--- config.mk ---
export PLATFORM = sky130hd
export DESIGN_NAME = event_countdown_timer_bank
export DESIGN_NICKNAME = d
export VERILOG_FILES = /design/src/rtl/core/ect_pkg.sv /design/src/rtl/core/ect_dp.sv /design/src/rtl/core/ect_ctrl.sv /design/src/rtl/core/event_countdown_timer_bank.sv
export VERILOG_INCLUDE_DIRS = /design/src /design/src/rtl/core
export SDC_FILE = /design/constraint.sdc
export NUM_CORES = 1
export LEC_CHECK = 0
export BUFFER_PORTS_ARGS = -buffer_cell sky130_fd_sc_hd__buf_2
export CAP_MARGIN = 10
export CORE_MARGIN = 1
export CORE_UTILIZATION = 50
export DETAILED_ROUTE_END_ITERATION = 12
export GPL_TIMING_DRIVEN = 0
export PLACE_DENSITY = 0.66
export SETUP_SLACK_MARGIN = 0.1
export SLEW_MARGIN = 20
export SYNTH_ARGS = -nofsm -noshare
export SYNTH_HDL_FRONTEND = slang
export SYNTH_HIERARCHICAL = 1
export SYNTH_SLANG_ARGS = --single-unit
--- constraint.sdc ---
create_clock -name clk -period 4.3 [get_ports clk]
set_input_delay 0.86 -clock clk [delete_from_list [all_inputs] [get_ports clk]]
set_output_delay 0.86 -clock clk [all_outputs]
set_load 0.1 [all_outputs]
--- src/rtl/core/assert_macros.svh ---
// Assertion macros shared by the timer bank modules.
`ifndef ASSERT_MACROS_SVH
`define ASSERT_MACROS_SVH

// Same-cycle implication, checked at every rising clk edge outside reset.
`define ECT_ASSERT_NOW(label, ante, cons, msg) \
  label: assert property (@(posedge clk) disable iff (rst) (ante) |-> (cons)) \
    else $error(msg);

// Next-cycle implication, checked at every rising clk edge outside reset.
`define ECT_ASSERT_NEXT(label, ante, cons, msg) \
  label: assert property (@(posedge clk) disable iff (rst) (ante) |=> (cons)) \
    else $error(msg);

`endif

--- src/rtl/core/ect_pkg.sv ---
// Shared types and codes for the event countdown timer bank.
package ect_pkg;

  // Operation codes carried by each input item.
  typedef enum logic [1:0] {
    OP_ARM   = 2'd0,
    OP_SET   = 2'd1,
    OP_CLEAR = 2'd2,
    OP_TICK  = 2'd3
  } op_t;

  // Controller state: result register empty or holding an item.
  typedef enum logic {
    ST_EMPTY = 1'b0,
    ST_FULL  = 1'b1
  } state_t;

  // Commands from the controller to the datapath.
  typedef struct packed {
    logic exec;
  } ect_cmd_t;

  // Width of the pending-event word.
  localparam int unsigned FlagBits = 8;

endpackage

--- src/rtl/core/ect_dp.sv ---
// Datapath: countdown registers, event flags and per-item update logic.
`include "assert_macros.svh"

module ect_dp #(
  parameter int unsigned NUM_EVENTS = 8,
  parameter int unsigned COUNT_BITS = 32
) (
  input  logic                            clk,
  input  logic                            rst,
  input  ect_pkg::ect_cmd_t               cmd,
  input  logic [1:0]                      operation,
  input  logic [ect_pkg::FlagBits-1:0]    event_mask,
  input  logic [31:0]                     timeout_ticks,
  output logic [ect_pkg::FlagBits-1:0]    pending_events
);

  localparam logic [ect_pkg::FlagBits-1:0] SlotMask =
    ect_pkg::FlagBits'((16'd1 << NUM_EVENTS) - 16'd1);
  localparam logic [31:0] CountMax = 32'((64'd1 << COUNT_BITS) - 64'd1);

  logic [COUNT_BITS-1:0]        countdown      [NUM_EVENTS];
  logic [COUNT_BITS-1:0]        countdown_next [NUM_EVENTS];
  logic [ect_pkg::FlagBits-1:0] flags;
  logic [ect_pkg::FlagBits-1:0] flags_next;
  logic [ect_pkg::FlagBits-1:0] sel;
  logic                         single_slot;
  logic [COUNT_BITS-1:0]        load_val;
  logic                         fire0;

  always_comb begin
    sel         = event_mask & SlotMask;
    single_slot = (sel != '0) && ((sel & (sel - 1'b1)) == '0);
    // Saturate timeouts that do not fit a counter.
    load_val    = (timeout_ticks > CountMax) ? CountMax[COUNT_BITS-1:0]
                                             : timeout_ticks[COUNT_BITS-1:0];
    flags_next  = flags;
    for (int i = 0; i < NUM_EVENTS; i++) begin
      countdown_next[i] = countdown[i];
    end
    unique case (ect_pkg::op_t'(operation))
      ect_pkg::OP_ARM: begin
        flags_next = flags & ~sel;
        if ((timeout_ticks != '0) && single_slot) begin
          for (int i = 0; i < NUM_EVENTS; i++) begin
            if (sel[i]) countdown_next[i] = load_val;
          end
        end
      end
      ect_pkg::OP_SET: begin
        flags_next = flags | sel;
        for (int i = 0; i < NUM_EVENTS; i++) begin
          if (sel[i]) countdown_next[i] = '0;
        end
      end
      ect_pkg::OP_CLEAR: begin
        flags_next = flags & ~sel;
        for (int i = 0; i < NUM_EVENTS; i++) begin
          if (sel[i]) countdown_next[i] = '0;
        end
      end
      ect_pkg::OP_TICK: begin
        for (int i = 0; i < NUM_EVENTS; i++) begin
          if (countdown[i] != '0) begin
            countdown_next[i] = countdown[i] - COUNT_BITS'(1);
            if (countdown[i] == COUNT_BITS'(1)) flags_next[i] = 1'b1;
          end
        end
      end
    endcase
    fire0 = cmd.exec && (ect_pkg::op_t'(operation) == ect_pkg::OP_TICK) &&
            (countdown[0] == COUNT_BITS'(1));
  end

  always_ff @(posedge clk) begin
    if (rst) begin
      flags <= '0;
      for (int i = 0; i < NUM_EVENTS; i++) begin
        countdown[i] <= '0;
      end
    end else if (cmd.exec) begin
      flags <= flags_next & SlotMask;
      for (int i = 0; i < NUM_EVENTS; i++) begin
        countdown[i] <= countdown_next[i];
      end
    end
  end

  assign pending_events = flags;

  `ECT_ASSERT_NOW(a_no_phantom_slots, 1'b1, (flags & ~SlotMask) == '0, "flag beyond slot count")
  `ECT_ASSERT_NEXT(a_tick_fires, fire0, flags[0], "slot 0 expired without raising its flag")

endmodule

--- src/rtl/core/ect_ctrl.sv ---
// Controller: handshake state machine that issues one execute per item.
`include "assert_macros.svh"

module ect_ctrl (
  input  logic              clk,
  input  logic              rst,
  input  logic              in_valid,
  output logic              in_stall,
  output logic              out_valid,
  input  logic              out_stall,
  output ect_pkg::ect_cmd_t cmd
);

  ect_pkg::state_t state;
  ect_pkg::state_t state_next;
  logic            accept;

  always_ff @(posedge clk) begin
    if (rst) begin
      state <= ect_pkg::ST_EMPTY;
    end else begin
      state <= state_next;
    end
  end

  always_comb begin
    out_valid = (state == ect_pkg::ST_FULL);
    // Take a new item whenever the result slot is free or drains this cycle.
    in_stall  = out_valid && out_stall;
    accept    = in_valid && !in_stall;
    cmd.exec  = accept;
    state_next = state;
    unique case (state)
      ect_pkg::ST_EMPTY: begin
        if (accept) state_next = ect_pkg::ST_FULL;
      end
      ect_pkg::ST_FULL: begin
        if (!out_stall && !accept) state_next = ect_pkg::ST_EMPTY;
      end
    endcase
  end

  `ECT_ASSERT_NEXT(a_accept_gives_result, accept, out_valid, "accepted item left no result")
  `ECT_ASSERT_NOW(a_stall_only_when_full, in_stall, out_valid, "input stalled with empty result")
  `ECT_ASSERT_NEXT(a_drain_empties, out_valid && !out_stall && !in_valid, !out_valid,
                   "result repeated after being taken")

endmodule

--- src/rtl/core/event_countdown_timer_bank.sv ---
// Event countdown timer bank: eight countdown slots and a pending-event word.
// Latency: the result of an item is presented on the cycle after it is accepted.
// Throughput: one item per cycle while the result is not stalled; all slot counters update in parallel.
// The single result register is refilled in the cycle it is taken, so no bubble.
// Reset (rst, synchronous): all counters idle at zero, all flags clear, no result.
// Counters and flags are flip-flops, so no clearing pass follows reset.
module event_countdown_timer_bank #(
  parameter int unsigned NUM_EVENTS = 8,
  parameter int unsigned COUNT_BITS = 32
) (
  input  logic        clk,
  input  logic        rst,
  // Input item channel
  input  logic        in_valid,
  output logic        in_stall,
  input  logic [1:0]  operation,
  input  logic [7:0]  event_mask,
  input  logic [31:0] timeout_ticks,
  // Result item channel
  output logic        out_valid,
  input  logic        out_stall,
  output logic [7:0]  pending_events
);

  // Execute strobe: one per accepted item.
  ect_pkg::ect_cmd_t cmd;

  // Handshake control: the pending word is the result register itself,
  // held steady while the downstream side stalls.
  ect_ctrl u_ctrl (
    .clk       (clk),
    .rst       (rst),
    .in_valid  (in_valid),
    .in_stall  (in_stall),
    .out_valid (out_valid),
    .out_stall (out_stall),
    .cmd       (cmd)
  );

  // Counters and flags; arm/set/clear/tick decoded from the item.
  ect_dp #(
    .NUM_EVENTS (NUM_EVENTS),
    .COUNT_BITS (COUNT_BITS)
  ) u_dp (
    .clk            (clk),
    .rst            (rst),
    .cmd            (cmd),
    .operation      (operation),
    .event_mask     (event_mask),
    .timeout_ticks  (timeout_ticks),
    .pending_events (pending_events)
  );

endmodule
==> summary by stage, run 1 <==
Critical path
The most critical setup path has its endpoint at u_dp/countdown[0][100]. Traced cell by cell, the critical path runs through inv_1, ha_1, nor3b_1, nand4_1, o32a_1, a21o_2. The arrival time at the worst endpoint is 3.73 ns. STA classifies the critical path endpoint as a flip-flop.

The category of the critical setup timing path is reg -> reg. Among cell families on the critical path, the largest total delay comes from simple AND/OR/NAND/NOR gates. Measured in cells, the most critical reg-to-reg path has a length of 6. The most critical setup path has its startpoint at u_dp/countdown[0][96]. The reg-to-reg critical path startpoint is u_dp/countdown[0][96]. The setup slack of the most critical reg-to-reg path is 0.77 ns. The number of buffers and inverters on the critical path is 1. On the worst path, the slowest cell contributes a delay of 0.75 ns. The critical path runs through a total of 6 cells. The largest fanout of any net on the critical path is 32.

The terminus of the critical flop-to-flop path is u_dp/countdown[0][100]. The worst setup path is launched from a flip-flop. The cell with the largest stage delay on the worst path is nor3b_1. The required time at the endpoint of the critical path is 4.50 ns.

Synthesis
The flip-flop cell with the highest count after synthesis is edfxtp_1. Summing every instance area after synthesis gives 16,000 µm². Counting every net in the synthesized netlist gives 1,664. The fraction of the yosys area taken by sequential cells is 49.3%.

The synthesized design contains 256 enable-type register cells. Counting flops and latches in the post-synthesis netlist gives 265. Yosys printed 6 warnings. For this run, asynchronously set or reset flops after synthesis account for 0%. Synthesis instantiated 66 different standard cells from the library.

The average instance area after synthesis is 9.99 µm². Synthesis produced 1,599 cells.

Floorplanning
The vertical die dimension is 181 µm. The floorplan has 65 rows. The die footprint is 32,700 µm². For this design the top-level I/O count stands at 56. The floorplan step defined a core boundary enclosing 31,500 µm². The initial utilization of the core area, before any placement, comes to 50.7%. The floorplan step set the die width to 181 µm.

CTS
TritonCTS built the clock tree. Buffers inserted during clock tree synthesis total 30. Buffers inserted to repair hold after CTS numbered 0. Once the clock tree was built, the resizer swapped 0 gates to a different size. The maximum root-to-sink buffer count is 3. The later pin in the worst-skew pair is clocked with a latency of 0.57 ns. Clock-pin slew was measured on the worst setup and hold paths at 0.06 ns. The deepest level of the CTS H-tree is 1. The cell sitting at the root of the clock tree is a clkbuf_16. Post-CTS timing repair inserted 0 buffers for setup. The clock drives 265 sinks.

Timing
The minimum clock period is 3.53 ns. The final clock period utilization by the worst path is 82.2%. The final number of hold-violating endpoints is 0. The fmax is 0.283 GHz. At the pin with the least slew margin, the transition time is 1.03 ns. The worst pin sits at a relative slew slack of 30.9%. Across the routed clock network, the largest skew measured is 0.0130 ns. Setup repair after global routing left no endpoint under its margin. Adding up every negative setup slack in the final design gives 0 ns. Setup violations remaining at the end of the flow were counted as 0. The total count of max-transition violations in the final report is 0.

Cells and area
In the layout the commonest cells are 256 x edfxtp_1, 162 x o21ai_0, 159 x nand2_1. After routing the design area is 17,800 µm². The most common cell after layout, fill and taps aside is edfxtp_1. The fraction of final layout cells with drive strength greater than 1 is 8.95%. The final net count is 1,751.

The synthesis-to-finish area growth is 11.5%.

Place
Routability-driven placement finished with a final weighted congestion of 0.957. The number of port buffers is 55. The area after detailed placement is 16,800 µm². The HPWL reported at the end of detailed placement is 34,400 µm.

Drt
After detailed routing, the average wire length per cell comes to 24.2 µm. The number of iterations in the first detailed-routing pass is 6. For this block, the routed nets add up to 51,100 µm of wire. The detailed router placed 13,600 vias in this run.

The number of remaining DRC errors is 0. Dividing the detail-routed via count by the number of cells gives 6.44. In this run the remaining antenna-violating nets after routing total 0. In this run, the number of DRC markers left after iteration 0 of detailed routing was 1,361.

Global route
Entering global routing, the biggest net connects 33 pins. The via count of the first global-routing pass is 12,900. The initial antenna violation count is 0.

The global routing usage summed across all routing layers is 30.9%. The leftover overflow at the end of global routing is 0. The first global-routing pass estimated 76,600 µm of wire.

Pwr
The power after layout is 0.00686 W. The power per cell area is 385 nW/µm². The leakage power total is 5.77 nW. The maximum VDD drop is 0.352 mV.

Run
The max-cap violation count is 0.

Min path
In this run the most critical hold path is launched from rst. The path class of the tightest hold or removal check is in -> reg.

Run status
The flow ran to the end, and the final reports show no timing, DRC or antenna violations.
[power breakdown]
group / switching [W] / internal, W
logic: 0.000595 / 0.000292
registers: 0.000203 / 0.00306
clock network: 0.00105 / 0.00166
[metrics by stage]
| stage | utilization (%) | std cells | hold WS [ns] | setup WS (ns) |
|---|---|---|---|---|
| 2_1_floorplan | - | 1599 | 0.602 | 0.927 |
| 3_3_place_gp | 53.2 | 2056 | 0.490 | -0.0537 |
| 3_5_place_dp | 53.2 | 2056 | 0.502 | 0.310 |
| 4_1_cts | 56.5 | 2112 | 0.475 | 0.825 |
| 5_1_grt | 56.5 | 2112 | 0.483 | 0.652 |
| 6_report | 56.6 | 2113 | 0.498 | 0.766 |
[Yosys cell counts (30+ instances only)]
| cell type | instances | area [µm²] |
|---|---|---|
| o21ai_0 | 162 | 811 |
| nand4_1 | 30 | 188 |
| xor2_1 | 117 | 1020 |
| nor4_1 | 87 | 544 |
| nor3_1 | 67 | 335 |
| edfxtp_1 | 256 | 7690 |
| nand2_1 | 159 | 597 |
| clkbuf_1 | 61 | 229 |
| nand3_1 | 47 | 235 |
| or4_1 | 38 | 285 |
| xnor2_1 | 101 | 885 |
| nor2_1 | 96 | 360 |
| a21oi_1 | 97 | 485 |
[how the worst min path moves through the flow]
stage                                        to  slack, ns  depth (start not counted)
final                          u_ctrl/out_valid       0.50                          2
after global placement         u_ctrl/out_valid       0.49                          2
after detailed placement       u_ctrl/out_valid       0.50                          2
after global routing           u_ctrl/out_valid       0.48                          2
after CTS                      u_ctrl/out_valid       0.47                          2
after floorplan           u_dp/countdown[0][83]       0.60                          2
[state kept, by name (all words and copies together), names as in the netlist]
| register | count |
|---|---|
| u_ctrl/out_valid | 1 |
| u_dp/countdown | 256 |
| u_dp/pending_events | 8 |
[routing by layer]
layer	vias to the layer above	share of wire [%]	track usage [%]
li1	6232	-	-
met1	6577	39	38.6
met2	625	46	49.8
met3	170	8.0	6.05
met4	0	6.7	18.7
met5	-	0	0
[cells by family (layout without fill, tap and decap cells)]
kind of cell | count (synthesis) | after routing | synth area share (%)
AO/OA/AOI/OAI | 350 | 350 | 12.7
XOR/XNOR | 218 | 218 | 12.0
adder cells (fa/ha/maj) | 20 | 20 | 1.55
buffers and inverters | 95 | 206 | 2.28
flip-flops | 265 | 265 | 49.3
other | 0 | 1 | 0
AND/OR/NAND/NOR | 651 | 651 | 22.3
[layout make-up]
cell class / instances / area (µm²)
repair buffers: 55 / 275
plain buffers: 71 / 274
fillers: 2725 / 13700
inverters: 24 / 90.1
well taps: 402 / 503
clock inverters: 15 / 198
clock buffers: 41 / 843
diodes: 1 / 2.50
flip-flops and latches: 265 / 7870
multi-input cells: 1239 / 7750
(Power assumes the default switching activity.)
==> run 2, diff against run 1 <==
==> constraint.sdc (replaced) <==
create_clock -name clk -period 3.49 [get_ports clk]
set_input_delay 0.698 -clock clk [delete_from_list [all_inputs] [get_ports clk]]
set_output_delay 0.698 -clock clk [all_outputs]
set_load 0.1 [all_outputs]
==> run 2 against run 1 <==
Against the previous run:
- non-clock buffer count is the same
- clock power is 23% higher
- critical path type is now in -> reg
- worst setup slack got worse by 0.71 ns
- highest routed layer unchanged
- total power is 23% higher
- wire length hardly changed
- cell count about the same
- via count is 0.44% lower
- clock skew hardly changed
==> summary by stage, run 2 (synthesized netlist as in run 1, its figures left out) <==
Min path
The class of the worst hold path is in -> reg.

Critical path
STA classifies the critical path startpoint as an input pin. For the worst setup path, the data required time is 3.68 ns. Of all nets on the critical path, the largest fanout is 32. The worst setup path is captured at a flip-flop. The category of the critical setup timing path is in -> reg.

The arrival time at the worst endpoint is 3.63 ns.

Drt
After detailed routing, the number of vias per cell comes to 6.41. Before antenna repair, the detailed router went through 7 iterations. The count of antenna-violating nets left after detailed routing is 0. The post-detailed-routing wire length is 51,100 µm. After the first detailed-routing iteration, the DRC count stood at 1,229. For this block, the via count after detailed routing is 13,500. After detailed routing, the average wire length per cell comes to 24.2 µm. After detailed routing, the number of remaining DRC violations is 0.

Global route
The global routing usage summed across all routing layers is 30.9%. Entering global routing, the biggest net connects 33 pins. Summed over all layers, the global routing overflow is 0. The first global-routing pass estimated 76,600 µm of wire. The via count of the first global-routing pass is 12,900.

The initial antenna violation count came to 0.

Floorplanning
The floorplan row count is 65. The die is 181 µm tall. The overall die width is 181 µm.

The initial cell density of the core is 50.7%. The die footprint is 32,700 µm². The floorplan step defined a core boundary enclosing 31,500 µm².

The number of top-level design ports is 56.

Timing
The final number of hold-violating endpoints is 0. The minimum clock period is 3.44 ns. The final clock period utilization by the worst path is 98.5%. The relative max-transition margin is 30.5%. The number of failing setup endpoints in the final timing report is 0.

The fmax is 0.291 GHz. The total count of max-transition violations in the final report is 0. The worst clock skew is 0.0134 ns.

The transition time of the tightest slew-check pin is 1.03 ns. Setup repair after global routing could not meet its margin everywhere.

Run
Across the run, the number of max-cap violations was 0.

Cells and area
The fraction of final layout cells with drive strength greater than 1 is 9.06%. In the layout the commonest cells are 256 x edfxtp_1, 162 x o21ai_0, 159 x nand2_1. The final instance area is 17,800 µm². The register with the most flip-flops in the layout has 256 of them. Once layout is complete, the utilization of the core stands at 56.6%. 0 antenna diodes ended up in the layout. The net count of the finished layout is 1,751. The most common cell after layout, fill and taps aside is edfxtp_1. Relative to the synthesized area, the layout overhead comes to 11.6%. The largest register by flop count is u_dp/countdown.

CTS
The tree is rooted in a clkbuf_16. The number of hold buffers added after cts is 0. Once the clock tree was built, the setup fixing pass inserted 0 buffers.

The insertion delay to the later sink of the worst-skew pair is 0.57 ns. The clock input transition at the sequential cells of the worst setup and hold paths is 0.06 ns. The clock drives 265 sinks.

The maximum root-to-sink buffer count is 3. CTS built an H-tree with a depth of 1. TritonCTS built the clock tree. The number of buffers added by the clock tree synthesis step is 30.

Run status
The flow ran to the end, and the final reports show no timing, DRC or antenna violations.

Place
The routability congestion estimate from global placement is 0.957. Port buffering added 55 buffers. After detailed placement, the total cell area comes to 16,800 µm². The HPWL reported at the end of detailed placement is 34,400 µm.

Pwr
VDD sags by at most 0.434 mV. The power per cell area is 474 nW/µm². The leakage power total is 5.77 nW.
run 2: final cells by class:
| class | count | area (µm²) |
|---|---|---|
| clock buffer | 41 | 843 |
| inverter | 24 | 90.1 |
| sequential | 265 | 7870 |
| fill | 2721 | 13700 |
| multi-input combinational | 1239 | 7760 |
| tap | 402 | 503 |
| timing repair buffer | 55 | 275 |
| clock inverter | 15 | 198 |
| buffer | 71 | 274 |
run 2: per-stage QoR:
| step | setup TNS (ns) | hold WS, ns | total power, W | std cells | worst slack, ns |
|---|---|---|---|---|---|
| 2_1_floorplan | 0 | 0.602 | 0.00476 | 1599 | 0.279 |
| 3_3_place_gp | -174.77 | 0.490 | 0.00511 | 2056 | -0.702 |
| 3_5_place_dp | -82.64 | 0.502 | 0.00514 | 2056 | -0.338 |
| 4_1_cts | 0 | 0.313 | 0.00848 | 2112 | 0.226 |
| 5_1_grt | 0 | 0.321 | 0.00872 | 2112 | 0.0918 |
| 6_report | 0 | 0.333 | 0.00845 | 2112 | 0.0533 |
run 2: worst paths after layout:
check                                end                    from  slack, ns  cells after the start
hold / removal          u_ctrl/out_valid                     rst       0.33                      2
setup / recovery   u_dp/countdown[0][56]           event_mask[3]       0.05                      6
setup reg to reg  u_dp/countdown[0][100]  u_dp/countdown[0][116]       0.28                      5
hold reg to reg         u_ctrl/out_valid        u_ctrl/out_valid       0.52                      2
run 2: timing repair:
| action | CTS | global route |
|---|---|---|
| resized for setup | 1 | 2 |
| setup endpoints to repair | 32 | 64 |
| pin swaps | 0 | 0 |
run 2: layer usage:
| metal | global-route usage [%] | part of all wire (%) |
|---|---|---|
| met4 | 18.7 | 6.8 |
| met2 | 49.8 | 46 |
| met1 | 38.6 | 39 |
| met3 | 6.05 | 7.7 |
| met5 | 0 | 0 |
run 2: where the power goes:
group	switching, W	internal, W
clock network	0.00129	0.00205
logic	0.000734	0.000361
registers	0.000250	0.00377
run 2: worst max-delay path, cell delays in order:
cell and delay (ns):
buf_2 0.15, or4_1 0.66, o32ai_1 0.28, o211ai_1 0.17
a211oi_2 0.85, a21o_2 0.78
